===== src/rtl/bcpm_pkg.sv =====
package bcpm_pkg;

  // Field and datapath widths.
  localparam int ValW   = 16;  // every input field
  localparam int RawW   = 18;  // wheel sum minus goal speed
  localparam int NumW   = 28;  // 4*e + 256*raw, signed
  localparam int MagW   = 27;  // magnitude of that numerator
  localparam int EW     = 26;  // filtered speed error, signed Q.8
  localparam int QuoW   = 25;  // magnitude of the filtered error
  localparam int IntW   = 24;  // clamped speed integral, signed Q.8
  localparam int SumW   = 27;  // integral plus error before the clamp
  localparam int MulW   = 29;  // signed operands of the shared multiplier
  localparam int ProdW  = 2 * MulW;
  localparam int AccW   = 44;  // loop sum in Q.16
  localparam int ShpW   = 28;  // shaped loop output in Q.16
  localparam int MixW   = 30;  // sum of three shaped outputs
  localparam int DutyW  = 12;
  localparam int IlimW  = 23;
  localparam int OlimW  = 10;
  localparam int InW    = 7 * ValW;
  localparam int OutW   = 32;

  // Division by five through a reciprocal: floor(n/5) = (n*Recip) >> RecipK
  // holds exactly for every n below 2**27.
  localparam int RecipK = 30;
  localparam logic [MulW-2:0] Recip = 28'd214748365;

  // Shaping and tilt constants.
  localparam int HalfQ   = 32768;
  localparam int OneQ    = 65536;
  localparam int TiltLim = 60 * 256;

  // Configuration register indexes.
  typedef enum logic [2:0] {
    REG_BALANCE_OFFSET = 3'd0,
    REG_STAND_KP       = 3'd1,
    REG_STAND_KD       = 3'd2,
    REG_SPEED_KP       = 3'd3,
    REG_SPEED_KI       = 3'd4,
    REG_STEER_KP       = 3'd5,
    REG_INTEGRAL_LIMIT = 3'd6,
    REG_OUTPUT_LIMIT   = 3'd7
  } cfg_idx_e;

  typedef struct packed {
    logic signed [ValW-1:0] balance_offset;
    logic [ValW-1:0]        stand_kp;
    logic [ValW-1:0]        stand_kd;
    logic [ValW-1:0]        speed_kp;
    logic [ValW-1:0]        speed_ki;
    logic [ValW-1:0]        steer_kp;
    logic [IlimW-1:0]       integral_limit;
    logic [OlimW-1:0]       output_limit;
  } cfg_t;

  // One wheel command after the mixer.
  typedef struct packed {
    logic             fwd;
    logic [DutyW-1:0] duty;
  } drv_t;

  // Sequencer steps of one control tick.
  typedef enum logic [3:0] {
    ST_IDLE,
    ST_PREP,
    ST_DIV,
    ST_ERR,
    ST_SKP,
    ST_SKI,
    ST_SSUM,
    ST_SSHP,
    ST_UKD,
    ST_USUM,
    ST_USHP,
    ST_STR,
    ST_RSHP,
    ST_MIX
  } st_e;

endpackage


===== src/rtl/balance_cascade_pid_mixer.sv =====
// Channel       Dir  Handshake                Payload
// s_axis        in   s_axis_tvalid/tready     one control tick, seven 16-bit fields
// m_axis        out  m_axis_tvalid/tready     direction and duty for both wheels
// cfg           in   cfg_valid_i/cfg_ready_o  register index and write data
//
// The input is taken in the idle state, then thirteen sequencer steps share one
// registered multiplier; no new tick is taken before the sequencer returns to idle.
// Reset (asynchronous, active low) restores the register defaults and clears
// the filtered speed error and the speed integral.
// A stalled result waits in the output register; the next tick is taken
// meanwhile and holds in its last step until that register frees up.
module balance_cascade_pid_mixer (
  input  logic                             clk_i,
  input  logic                             rst_ni,
  // Fields from bit 0 up: pitch, pitch_rate, wheel_speed_left,
  // wheel_speed_right, target_speed, heading, target_heading.
  input  logic [bcpm_pkg::InW-1:0]         s_axis_tdata,
  input  logic                             s_axis_tvalid,
  output logic                             s_axis_tready,
  // Fields from bit 0 up: left_forward, left_duty, right_forward,
  // right_duty, then zero fill.
  output logic [bcpm_pkg::OutW-1:0]        m_axis_tdata,
  output logic                             m_axis_tvalid,
  input  logic                             m_axis_tready,
  input  logic                             cfg_valid_i,
  output logic                             cfg_ready_o,
  input  logic [2:0]                       cfg_index_i,
  input  logic [bcpm_pkg::IlimW-1:0]       cfg_data_i
);

  bcpm_pkg::cfg_t cfg;
  logic signed [bcpm_pkg::MulW-1:0]  mul_a, mul_b;
  logic signed [bcpm_pkg::ProdW-1:0] prod;

  bcpm_cfg u_cfg (
    .clk_i       (clk_i),
    .rst_ni      (rst_ni),
    .cfg_valid_i (cfg_valid_i),
    .cfg_ready_o (cfg_ready_o),
    .cfg_index_i (cfg_index_i),
    .cfg_data_i  (cfg_data_i),
    .cfg_o       (cfg)
  );

  bcpm_mul u_mul (
    .clk_i  (clk_i),
    .a_i    (mul_a),
    .b_i    (mul_b),
    .prod_o (prod)
  );

  bcpm_seq u_seq (
    .clk_i       (clk_i),
    .rst_ni      (rst_ni),
    .cfg_i       (cfg),
    .in_valid_i  (s_axis_tvalid),
    .in_ready_o  (s_axis_tready),
    .in_data_i   (s_axis_tdata),
    .out_valid_o (m_axis_tvalid),
    .out_ready_i (m_axis_tready),
    .out_data_o  (m_axis_tdata),
    .mul_a_o     (mul_a),
    .mul_b_o     (mul_b),
    .prod_i      (prod)
  );

`ifndef SYNTHESIS
  // The sequencer is busy right after an input transfer.
  a_busy_after_take: assert property (@(posedge clk_i) disable iff (!rst_ni)
    s_axis_tvalid && s_axis_tready |=> !s_axis_tready)
    else $error("input taken while the sequencer was busy");

  // A new result cannot appear the cycle after a tick is taken.
  a_no_early_result: assert property (@(posedge clk_i) disable iff (!rst_ni)
    s_axis_tvalid && s_axis_tready |=> !$rose(m_axis_tvalid))
    else $error("result appeared before the tick was worked through");

  // A zero command always drives forward.
  a_left_zero_fwd: assert property (@(posedge clk_i) disable iff (!rst_ni)
    m_axis_tvalid && (m_axis_tdata[12:1] == 12'd0) |-> m_axis_tdata[0])
    else $error("left wheel reversed with zero duty");

  a_right_zero_fwd: assert property (@(posedge clk_i) disable iff (!rst_ni)
    m_axis_tvalid && (m_axis_tdata[25:14] == 12'd0) |-> m_axis_tdata[13])
    else $error("right wheel reversed with zero duty");
`endif

endmodule


===== src/rtl/bcpm_cfg.sv =====
module bcpm_cfg (
  input  logic                            clk_i,
  input  logic                            rst_ni,
  input  logic                            cfg_valid_i,
  output logic                            cfg_ready_o,
  input  logic [2:0]                      cfg_index_i,
  input  logic [bcpm_pkg::IlimW-1:0]      cfg_data_i,
  output bcpm_pkg::cfg_t                  cfg_o
);

  bcpm_pkg::cfg_t cfg_q;

  // Writes are always taken.
  assign cfg_ready_o = 1'b1;
  assign cfg_o       = cfg_q;

  // Register file with the documented reset values.
  always_ff @(posedge clk_i or negedge rst_ni) begin
    if (!rst_ni) begin
      cfg_q.balance_offset <= 16'sd717;
      cfg_q.stand_kp       <= 16'd6682;
      cfg_q.stand_kd       <= 16'd0;
      cfg_q.speed_kp       <= 16'd282;
      cfg_q.speed_ki       <= 16'd0;
      cfg_q.steer_kp       <= 16'd474;
      cfg_q.integral_limit <= 23'd69818;
      cfg_q.output_limit   <= 10'd300;
    end else if (cfg_valid_i) begin
      unique case (bcpm_pkg::cfg_idx_e'(cfg_index_i))
        bcpm_pkg::REG_BALANCE_OFFSET: begin
          cfg_q.balance_offset <= $signed(cfg_data_i[bcpm_pkg::ValW-1:0]);
        end
        bcpm_pkg::REG_STAND_KP: cfg_q.stand_kp <= cfg_data_i[bcpm_pkg::ValW-1:0];
        bcpm_pkg::REG_STAND_KD: cfg_q.stand_kd <= cfg_data_i[bcpm_pkg::ValW-1:0];
        bcpm_pkg::REG_SPEED_KP: cfg_q.speed_kp <= cfg_data_i[bcpm_pkg::ValW-1:0];
        bcpm_pkg::REG_SPEED_KI: cfg_q.speed_ki <= cfg_data_i[bcpm_pkg::ValW-1:0];
        bcpm_pkg::REG_STEER_KP: cfg_q.steer_kp <= cfg_data_i[bcpm_pkg::ValW-1:0];
        bcpm_pkg::REG_INTEGRAL_LIMIT: cfg_q.integral_limit <= cfg_data_i;
        bcpm_pkg::REG_OUTPUT_LIMIT: begin
          cfg_q.output_limit <= cfg_data_i[bcpm_pkg::OlimW-1:0];
        end
        default: ;
      endcase
    end
  end

endmodule


===== src/rtl/bcpm_mul.sv =====
module bcpm_mul (
  input  logic                                clk_i,
  input  logic signed [bcpm_pkg::MulW-1:0]    a_i,
  input  logic signed [bcpm_pkg::MulW-1:0]    b_i,
  output logic signed [bcpm_pkg::ProdW-1:0]   prod_o
);

  logic signed [bcpm_pkg::ProdW-1:0] prod_q;

  // Shared signed multiplier with a registered product.
  always_ff @(posedge clk_i) begin
    prod_q <= bcpm_pkg::ProdW'(a_i) * bcpm_pkg::ProdW'(b_i);
  end

  assign prod_o = prod_q;

endmodule


===== src/rtl/bcpm_seq.sv =====
module bcpm_seq (
  input  logic                               clk_i,
  input  logic                               rst_ni,
  input  bcpm_pkg::cfg_t                     cfg_i,
  input  logic                               in_valid_i,
  output logic                               in_ready_o,
  input  logic [bcpm_pkg::InW-1:0]           in_data_i,
  output logic                               out_valid_o,
  input  logic                               out_ready_i,
  output logic [bcpm_pkg::OutW-1:0]          out_data_o,
  output logic signed [bcpm_pkg::MulW-1:0]   mul_a_o,
  output logic signed [bcpm_pkg::MulW-1:0]   mul_b_o,
  input  logic signed [bcpm_pkg::ProdW-1:0]  prod_i
);

  localparam int ValW = bcpm_pkg::ValW;
  localparam int AccW = bcpm_pkg::AccW;
  localparam int ShpW = bcpm_pkg::ShpW;
  localparam int MixW = bcpm_pkg::MixW;
  localparam int MulW = bcpm_pkg::MulW;
  localparam int EW   = bcpm_pkg::EW;
  localparam int IntW = bcpm_pkg::IntW;
  localparam int SumW = bcpm_pkg::SumW;
  localparam int NumW = bcpm_pkg::NumW;
  localparam int MagW = bcpm_pkg::MagW;
  localparam int RawW = bcpm_pkg::RawW;
  localparam int QuoW = bcpm_pkg::QuoW;

  // Snap small nonzero outputs to plus or minus one, then clamp to the limit.
  function automatic logic signed [ShpW-1:0] shape(input logic signed [AccW-1:0] q,
                                                   input logic [bcpm_pkg::OlimW-1:0] olim);
    logic signed [AccW-1:0] lim;
    logic signed [AccW-1:0] half_p;
    logic signed [AccW-1:0] one_p;
    logic signed [AccW-1:0] r;
    lim    = $signed({{(AccW - bcpm_pkg::OlimW - 16){1'b0}}, olim, 16'h0000});
    half_p = AccW'(bcpm_pkg::HalfQ);
    one_p  = AccW'(bcpm_pkg::OneQ);
    r      = q;
    if (q > 0 && q <= half_p) begin
      r = one_p;
    end else if (q < 0 && q >= -half_p) begin
      r = -one_p;
    end
    if (r > lim) begin
      r = lim;
    end else if (r < -lim) begin
      r = -lim;
    end
    return r[ShpW-1:0];
  endfunction

  // Truncate a Q.16 command toward zero and split it into direction and duty.
  function automatic bcpm_pkg::drv_t drive(input logic signed [MixW-1:0] q);
    logic signed [MixW-1:0] adj;
    logic signed [MixW-1:0] n;
    logic signed [MixW-1:0] mag;
    bcpm_pkg::drv_t         d;
    adj    = q + (q[MixW-1] ? MixW'(bcpm_pkg::OneQ - 1) : MixW'(0));
    n      = adj >>> 16;
    mag    = n[MixW-1] ? -n : n;
    d.fwd  = ~n[MixW-1];
    d.duty = mag[bcpm_pkg::DutyW-1:0];
    return d;
  endfunction

  bcpm_pkg::st_e state_q, state_d;

  // Latched input item.
  logic signed [ValW-1:0] pitch_q, rate_q, vl_q, vr_q, goal_q, head_q, ghead_q;

  // Loop state that persists across ticks.
  logic signed [EW-1:0]   fe_q;
  logic signed [IntW-1:0] si_q;

  // Per-tick working registers.
  logic                   num_neg_q;
  logic [MagW-1:0]        mag_q;
  logic signed [EW-1:0]   e_q;
  logic signed [IntW-1:0] integ_q;
  logic signed [AccW-1:0] acc_q;
  logic signed [ShpW-1:0] spd_q, stn_q, str_q;

  logic                   out_valid_q;
  logic [bcpm_pkg::OutW-1:0] out_data_q;

  logic accept, out_free;
  assign accept   = in_valid_i && in_ready_o;
  assign out_free = !out_valid_q || out_ready_i;

  // Speed error numerator: 4*e + 256*(left + right - goal).
  logic signed [RawW-1:0] raw;
  logic signed [NumW-1:0] num, num_abs;
  assign raw     = RawW'(vl_q) + RawW'(vr_q) - RawW'(goal_q);
  assign num     = (NumW'(fe_q) <<< 2) + (NumW'(raw) <<< 8);
  assign num_abs = num[NumW-1] ? -num : num;

  // Quotient by five from the reciprocal product, signed back.
  logic [QuoW-1:0]        quo;
  logic signed [EW-1:0]   quo_s, e_new;
  assign quo   = prod_i[bcpm_pkg::RecipK +: QuoW];
  assign quo_s = $signed({1'b0, quo});
  assign e_new = num_neg_q ? -quo_s : quo_s;

  // Integral update with the symmetric clamp.
  logic signed [SumW-1:0] isum, ilim_s, iclamp;
  assign isum   = SumW'(si_q) + SumW'(e_new);
  assign ilim_s = $signed({{(SumW - bcpm_pkg::IlimW){1'b0}}, cfg_i.integral_limit});
  always_comb begin
    if (isum > ilim_s) begin
      iclamp = ilim_s;
    end else if (isum < -ilim_s) begin
      iclamp = -ilim_s;
    end else begin
      iclamp = isum;
    end
  end

  logic tilt;
  assign tilt = (pitch_q > ValW'(bcpm_pkg::TiltLim)) || (pitch_q < -ValW'(bcpm_pkg::TiltLim));

  // Loop operands.
  logic signed [ValW:0] up_err, st_err;
  assign up_err = (ValW + 1)'(cfg_i.balance_offset) - (ValW + 1)'(pitch_q);
  assign st_err = (ValW + 1)'(ghead_q) - (ValW + 1)'(head_q);

  // Mixer.
  logic signed [MixW-1:0] base, left_q16, right_q16;
  bcpm_pkg::drv_t drv_l, drv_r;
  assign base      = MixW'(stn_q) + MixW'(spd_q);
  assign left_q16  = base - MixW'(str_q);
  assign right_q16 = base + MixW'(str_q);
  assign drv_l     = drive(left_q16);
  assign drv_r     = drive(right_q16);

  // Next step and multiplier operand selection.
  always_comb begin
    state_d = state_q;
    mul_a_o = '0;
    mul_b_o = '0;
    unique case (state_q)
      bcpm_pkg::ST_IDLE: if (in_valid_i) state_d = bcpm_pkg::ST_PREP;
      bcpm_pkg::ST_PREP: state_d = bcpm_pkg::ST_DIV;
      bcpm_pkg::ST_DIV: begin
        mul_a_o = $signed({{(MulW - MagW){1'b0}}, mag_q});
        mul_b_o = $signed({1'b0, bcpm_pkg::Recip});
        state_d = bcpm_pkg::ST_ERR;
      end
      bcpm_pkg::ST_ERR: state_d = bcpm_pkg::ST_SKP;
      bcpm_pkg::ST_SKP: begin
        mul_a_o = $signed({{(MulW - ValW){1'b0}}, cfg_i.speed_kp});
        mul_b_o = MulW'(e_q);
        state_d = bcpm_pkg::ST_SKI;
      end
      bcpm_pkg::ST_SKI: begin
        mul_a_o = $signed({{(MulW - ValW){1'b0}}, cfg_i.speed_ki});
        mul_b_o = MulW'(integ_q);
        state_d = bcpm_pkg::ST_SSUM;
      end
      bcpm_pkg::ST_SSUM: state_d = bcpm_pkg::ST_SSHP;
      bcpm_pkg::ST_SSHP: begin
        mul_a_o = $signed({{(MulW - ValW){1'b0}}, cfg_i.stand_kp});
        mul_b_o = MulW'(up_err);
        state_d = bcpm_pkg::ST_UKD;
      end
      bcpm_pkg::ST_UKD: begin
        mul_a_o = $signed({{(MulW - ValW){1'b0}}, cfg_i.stand_kd});
        mul_b_o = MulW'(rate_q);
        state_d = bcpm_pkg::ST_USUM;
      end
      bcpm_pkg::ST_USUM: state_d = bcpm_pkg::ST_USHP;
      bcpm_pkg::ST_USHP: begin
        mul_a_o = $signed({{(MulW - ValW){1'b0}}, cfg_i.steer_kp});
        mul_b_o = MulW'(st_err);
        state_d = bcpm_pkg::ST_STR;
      end
      bcpm_pkg::ST_STR:  state_d = bcpm_pkg::ST_RSHP;
      bcpm_pkg::ST_RSHP: state_d = bcpm_pkg::ST_MIX;
      bcpm_pkg::ST_MIX:  if (out_free) state_d = bcpm_pkg::ST_IDLE;
      default:           state_d = bcpm_pkg::ST_IDLE;
    endcase
  end

  assign in_ready_o = (state_q == bcpm_pkg::ST_IDLE);

  // State register, persistent loop state and output valid.
  always_ff @(posedge clk_i or negedge rst_ni) begin
    if (!rst_ni) begin
      state_q     <= bcpm_pkg::ST_IDLE;
      fe_q        <= '0;
      si_q        <= '0;
      out_valid_q <= 1'b0;
    end else begin
      state_q <= state_d;
      if (state_q == bcpm_pkg::ST_ERR) begin
        fe_q <= e_new;
        si_q <= tilt ? IntW'(0) : iclamp[IntW-1:0];
      end
      if (state_q == bcpm_pkg::ST_MIX && out_free) begin
        out_valid_q <= 1'b1;
      end else if (out_ready_i) begin
        out_valid_q <= 1'b0;
      end
    end
  end

  // Working datapath registers, loaded step by step.
  always_ff @(posedge clk_i) begin
    if (accept) begin
      pitch_q <= $signed(in_data_i[0*ValW +: ValW]);
      rate_q  <= $signed(in_data_i[1*ValW +: ValW]);
      vl_q    <= $signed(in_data_i[2*ValW +: ValW]);
      vr_q    <= $signed(in_data_i[3*ValW +: ValW]);
      goal_q  <= $signed(in_data_i[4*ValW +: ValW]);
      head_q  <= $signed(in_data_i[5*ValW +: ValW]);
      ghead_q <= $signed(in_data_i[6*ValW +: ValW]);
    end
    case (state_q)
      bcpm_pkg::ST_PREP: begin
        num_neg_q <= num[NumW-1];
        mag_q     <= num_abs[MagW-1:0];
      end
      bcpm_pkg::ST_ERR: begin
        e_q     <= e_new;
        integ_q <= iclamp[IntW-1:0];
      end
      bcpm_pkg::ST_SKI:  acc_q <= AccW'(prod_i);
      bcpm_pkg::ST_SSUM: acc_q <= acc_q + AccW'(prod_i);
      bcpm_pkg::ST_SSHP: spd_q <= shape(acc_q, cfg_i.output_limit);
      bcpm_pkg::ST_UKD:  acc_q <= AccW'(prod_i);
      bcpm_pkg::ST_USUM: acc_q <= acc_q + AccW'(prod_i);
      bcpm_pkg::ST_USHP: stn_q <= shape(acc_q, cfg_i.output_limit);
      bcpm_pkg::ST_STR:  acc_q <= AccW'(prod_i);
      bcpm_pkg::ST_RSHP: str_q <= shape(acc_q, cfg_i.output_limit);
      default: ;
    endcase
    if (state_q == bcpm_pkg::ST_MIX && out_free) begin
      out_data_q <= {{(bcpm_pkg::OutW - 2 * (bcpm_pkg::DutyW + 1)){1'b0}},
                     drv_r.duty, drv_r.fwd, drv_l.duty, drv_l.fwd};
    end
  end

  assign out_valid_o = out_valid_q;
  assign out_data_o  = out_data_q;

endmodule


===== config.mk =====
export PLATFORM = sky130hd
export DESIGN_NAME = balance_cascade_pid_mixer
export DESIGN_NICKNAME = d
export VERILOG_FILES = /design/src/rtl/bcpm_pkg.sv /design/src/rtl/balance_cascade_pid_mixer.sv /design/src/rtl/bcpm_cfg.sv /design/src/rtl/bcpm_mul.sv /design/src/rtl/bcpm_seq.sv
export SDC_FILE = /design/constraint.sdc
export NUM_CORES = 2
export LEC_CHECK = 0
export BUFFER_PORTS_ARGS = -buffer_cell sky130_fd_sc_hd__buf_2
export CAP_MARGIN = 30
export CORE_ASPECT_RATIO = 0.8
export CORE_UTILIZATION = 47
export CTS_BUF_LIST = sky130_fd_sc_hd__clkbuf_16
export DETAILED_ROUTE_END_ITERATION = 6
export GPL_TIMING_DRIVEN = 0
export SYNTH_ARGS = -nofsm -noshare
export SYNTH_HDL_FRONTEND = slang
export SYNTH_SLANG_ARGS = --single-unit

===== constraint.sdc =====
create_clock -name clk_i -period 28.5 [get_ports clk_i]
set_input_delay 5.7 -clock clk_i [delete_from_list [all_inputs] [get_ports clk_i]]
set_output_delay 5.7 -clock clk_i [all_outputs]
set_load 0.01 [all_outputs]

Word level (Yosys, flattened, before mapping)
Index checks and enable logic that the tools add are counted.

storage, ports and cells
  ROM bits = 0
  input port bits = 143
  RAM bits = 0
  word-level logic and storage cells = 139
  flip-flop bits (word level) = 583
  memories kept = 0
  output and inout port bits = 35
  latch bits = 0

operators by class
  $mul = 1
  eq/ne operators = 22
  $add $sub $neg = 18
  shift operators = 0
  reductions and logical operators = 22
  div/mod/pow operators = 0
  bitwise gates (word level) = 2
  multiplexer cells = 28
  order comparisons = 14

operators by type and width
  kind                  count
  $mux 44               5
  $pmux 29 s6           1
  $pmux 27 s6           1
  $gt 44x27->1          3
  $lt 44x44->1          3
  $mux 26               4
  $pmux 44 s2           1
  $mux 28               3
  $mux 24               3
  $add 30x17->30        2
  $pmux 4 s14           1
  $mul 28x29->55        1
  $add 44x44->44        1
  $ge 44x16->1 const B  1
  $gt 44x1->1 const B   1
  $le 44x17->1 const B  1
  $lt 44x1->1 const B   1
  $neg 26->44           1
  $sub 16x16->17        2
  $mux 16               2
  $add 29x28->30        1
  $sub 29x28->30        1
  $add 28x28->29        1
  $add 28x26->28        1
  other kinds (34)      65

Logic depth before layout (Yosys ltp)
  word-level depth = 8
  depth in mapped cells = 49
  mapped depth without buffers = 47

Cells and area by module
Synthesis repeated with hierarchy kept, for this count alone.

unflattened totals
  cells, all modules = 7249
  area total of the unflattened synthesis = 69650.6 sq um

modules (own cells, without submodules)
  module    cells an instance  area an instance (sq um)  times used  sequential area each (sq um)
  bcpm_mul  3534               32667.6                   1           1161.1
  bcpm_seq  3432               31998.2                   1           11646.2
  bcpm_cfg  283                4984.8                    1           3269.4

Worst setup path after synthesis
No wires, ideal clock.

  kind = register -> register
  from = register u_seq.ghead_q[0]
  to = register u_mul.prod_q, in the netlist u_mul.prod_o[53]
  stages on the path, launching flop included = 50
  buffers on the path = 2
  data arrival time = 10.315 ns
  data required time = 28.428 ns
  slack = 18.113 ns
  setup time = 0.072 ns
  period minus slack after synthesis = 10.387 ns
  cells stage by stage = edfxtp_1 inv_1 ha_1 inv_1 fa_1 a21o_1 a21oi_1 o21ai_0 a21oi_1 o21ai_0 a21oi_1 o21ai_0 a21oi_1 o21ai_0 a41oi_1 a21oi_1 or2_2 o21ai_0 [14 not listed] fa_1 inv_1 ha_1 clkbuf_1 a21o_1 a21o_1 a21o_1 a22o_1 a21oi_1 a41oi_1 o221ai_1 a311oi_1 nor3b_1 o21a_1 o21ai_1 a21o_1 a21oi_1 xnor2_1

between the ends
  word-level cells in the longest chain between the ends = 3

RTL lines
  element                   RTL line         RTL
  start: declaration        bcpm_seq.sv:70   logic signed [ValW-1:0] pitch_q, rate_q, vl_q, vr_q, goal_q, head_q, ghead_q;
  start signal: assignment  bcpm_seq.sv:216  ghead_q <= $signed(in_data_i[6*ValW +: ValW]);
  $sub 16x16->17            bcpm_seq.sv:125  assign st_err = (ValW + 1)'(ghead_q) - (ValW + 1)'(head_q);
  $pmux 29 s6               bcpm_seq.sv:141  unique case (state_q)
  $mul 28x29->55            bcpm_mul.sv:12   prod_q <= bcpm_pkg::ProdW'(a_i) * bcpm_pkg::ProdW'(b_i);
  end signal: assignment    bcpm_mul.sv:12
  end: declaration          bcpm_mul.sv:8    logic signed [bcpm_pkg::ProdW-1:0] prod_q;

No other way between the ends.
A chain may end at the register's enable or synchronous reset.

Worst setup path after layout
  from = register u_cfg.cfg_q, in the netlist u_cfg.cfg_o[113]
  to = register u_mul.prod_q, in the netlist u_mul.prod_o[53]

between the ends
  word-level cells in the longest chain between the ends = 3

RTL lines
  element             RTL line         RTL
  start: declaration  bcpm_cfg.sv:11   bcpm_pkg::cfg_t cfg_q;
  $sub 16x16->17      bcpm_seq.sv:124  assign up_err = (ValW + 1)'(cfg_i.balance_offset) - (ValW + 1)'(pitch_q);
  $pmux 29 s6         bcpm_seq.sv:141
  $mul 28x29->55      bcpm_mul.sv:12

No other way between the ends.

==> run summary <==
outcome = finished, violations left
failing checks = max-slew violations
cell taking the most area after synthesis = fa_1
Slowest cell on crit path = clkbuf_1
GPL Wtd Cong = 0.975
Critical Path Fanout Max = 10
Clock Path Buffers = 3
# IOs = 178
Ys Warns = 0
post-layout min period = 13260 ps
cells after synthesis = 6570
DRT Wirelength = 188000 um
clock skew = 33.5 ps
crit start category = flop
largest net degree at the start of global routing = 113
Initial Util = 47.7%
Core ar. = 0.135 mm^2
Worst EP required = 29070 ps
kind of critical path = reg2reg
vias in the first global route = 47900
sequential share of the synthesized area = 25.0%
die height = 332 um
Die X-Extent = 415 um
number of flops mapped to enable cells by yosys = 342
H-tree depth = 3
Distinct cells, synth = 119
worst slew pin tran = 1550 ps
maxcap violations = 0
Hold Buf Count CTS = 0
Clock Sinks = 581
Worst-Skew Late Latency = 670 ps
Die Area = 0.138 mm^2
GRT Util Overall = 27.6%
worst reg-to-reg setup slack = 15240 ps
Yosys top cell area share = 25.6%
relative slew slack = -3.56%
Slowest Stage Delay on Critical Path = 700 ps
worst path arrival time = 13830 ps
final hold violation count = 0
Port Buffers = 166
CP endpoint kind = flop
Setup Fix Bufs, Post-CTS = 0
FF+latch count, synth = 581
Final setup viols = 0
CTS Buf Count = 67
initial antenna violation count = 10
GRT overflow = 0
CTS root buffer = clkbuf_16
Tcrit/Tclk final = 46.5%
# nets final = 8481
Area contributors post-synth = fa_1 26%, edfxtp_1 16%, ha_1 10%
# fillers = 12500
via count = 47900
FFs w/ async S/R, synth = 31.7%
Setup TNS = 0 ps
Iteration-0 DRC Markers = 3858
drt via density = 5.43
Avg WL per Cell = 21.3 um
HP Class = reg2reg
Area Overhead vs Synth = 9.79%
synthesized cell area = 0.0641 mm^2
Final ANT Viol Nets = 0
DR DRC count = 0
post_cts resized = 0
fin. max-slew vios = 6
CTS tree = done
ys flop type = edfxtp_1
first-pass GRT wire length = 290000 um
dpl hpwl = 156000 um
drt pass-1 iters = 6
Max Clk Rate = 75.4 MHz
ratio of cells with drive above 1 in the final layout = 8.35%
RSZ-0062 raised after global routing = no
num rows = 120
Mean Syn Cell Area = 9.76 um^2
Worst-path clk slew = 70 ps
hold_ws = 491 ps
## cell usage after synthesis, drive strengths merged (13+ instances only)
cell,instances
a211oi,23
a21boi,22
a21o,130
a21oi,276
a221o,15
a221oi,23
a22o,28
a22oi,63
a31oi,43
and2,96
and3,34
buf,45
clkbuf,196
dfrtp,151
dfstp,33
dfxtp,55
edfxtp,342
fa,820
ha,516
inv,1251
mux2,132
mux2i,26
nand2,610
nand2b,60
nand3,84
nand4,45
nor2,374
nor2b,34
nor3,83
nor3b,14
nor4,38
o211ai,19
o21a,49
o21ai,206
o21bai,32
o22ai,13
o31ai,25
or2,26
or3,34
xnor2,252
xor2,98
## cell usage in the layout (no fill, tap or decap), drive strengths merged, types with 45 or more instances in the layout
cell,Yosys,final
clkbuf,196,265
dfxtp,55,55
inv,1251,1270
fa,820,820
a21oi,276,276
and2,96,96
nand2,610,610
o21ai,206,206
nand2b,60,60
buf,45,240
a22oi,63,63
nand4,45,45
o21a,49,49
mux2,132,132
conb,2,169
nor2,374,374
a21o,130,130
ha,516,516
xnor2,252,252
dfrtp,151,151
nor3,83,83
edfxtp,342,342
nand3,84,84
xor2,98,98
## per-stage QoR
| step | instances | util (%) | setup WS [ps] | instance area (um^2) |
|---|---|---|---|---|
| 2_1_floorplan | 6737 | - | 18110 | 64700 |
| 3_3_place_gp | 8672 | 50.4 | 14880 | 67800 |
| 3_5_place_dp | 8701 | 50.7 | 15480 | 68200 |
| 4_1_cts | 8822 | 52.3 | 15410 | 70400 |
| 5_1_grt | 8824 | 52.3 | 14560 | 70400 |
| 6_report | 8825 | 52.3 | 15240 | 70400 |
## registers in the layout, indices dropped and copies added (netlist names), 4 cells and up
register          flops
u_seq.rate_q         16
u_seq.pitch_q        16
u_seq.mag_q          25
u_seq.state_q         4
u_seq.acc_q          44
u_seq.fe_q           26
u_seq.si_q           24
u_seq.head_q         16
u_seq.vr_q           16
u_seq.out_data_o     26
u_cfg.cfg_o         129
u_seq.integ_q        24
u_seq.ghead_q        16
u_seq.stn_q          28
u_seq.goal_q         16
u_seq.vl_q           16
u_seq.spd_q          28
u_seq.e_q            26
u_mul.prod_o         55
u_seq.str_q          28
## path summary, 6_finish.rpt
kind | from | endpoint | cells after the start
worst max-delay path | u_cfg.cfg_o[113]$_DFFE_PN1P_ | u_mul.prod_o[53]$_DFF_P_ | 49
worst max register to register | u_cfg.cfg_o[113]$_DFFE_PN1P_ | u_mul.prod_o[53]$_DFF_P_ | 49
min in group asynchronous | rst_ni | u_seq.fe_q[19]$_DFFE_PN0N_ | 1
worst min register to register | u_seq.fe_q[24]$_DFFE_PN0N_ | u_seq.fe_q[24]$_DFFE_PN0N_ | 2
worst min-delay path | u_seq.fe_q[24]$_DFFE_PN0N_ | u_seq.fe_q[24]$_DFFE_PN0N_ | 2
max in group asynchronous | rst_ni | u_seq.state_q[1]$_DFFE_PN0P_ | 2
## kinds of logic (layout without fill, tap and decap cells)
group,Yosys count,in the layout,share of synthesized area [%]
buffers and inverters,1496,1813,8.89
adders and majority gates,1336,1336,35.7
AOI/OAI and AO/OA,1073,1073,11.3
DFF,581,581,25.0
and+or+nand+nor,1574,1574,11.6
xor gates and xnor gates,350,350,4.85
muxes,158,158,2.72
other,2,171,0.0117
## worst max-delay path: cells and delay by family (launching register included)
kind / cells / cell delay (ps)
compound gates: 23 / 5410
xor+xnor: 2 / 330
fa+ha+maj: 10 / 4480
buf+inv: 11 / 1570
flops: 1 / 510
simple gates: 3 / 840
## layout make-up
type	count	area, um^2	share of cell area, %
tap	1769	2210	3.14
clock buffer	68	1700	2.42
inverter	1255	4710	6.70
clock inverter	53	485	0.690
multi-input combinational	4660	43100	61.2
sequential	581	16000	22.8
antenna	2	5.00	0.00711
timing repair buffer	196	1170	1.67
buffer	241	993	1.41
## metal layers
| metal | routed length, um | vias up | global-route usage (%) |
|---|---|---|---|
| li1 | - | 22200 | - |
| met1 | 87100 | 23900 | 41.0 |
| met3 | 16900 | 235 | 6.52 |
| met2 | 79200 | 1634 | 40.6 |
| met5 | 27 | - | 0 |
| met4 | 4850 | 4 | 6.62 |
Power is left out: the tool's default activity adds up to more than one toggle a clock period on the data nets, which glitch-free logic cannot reach.
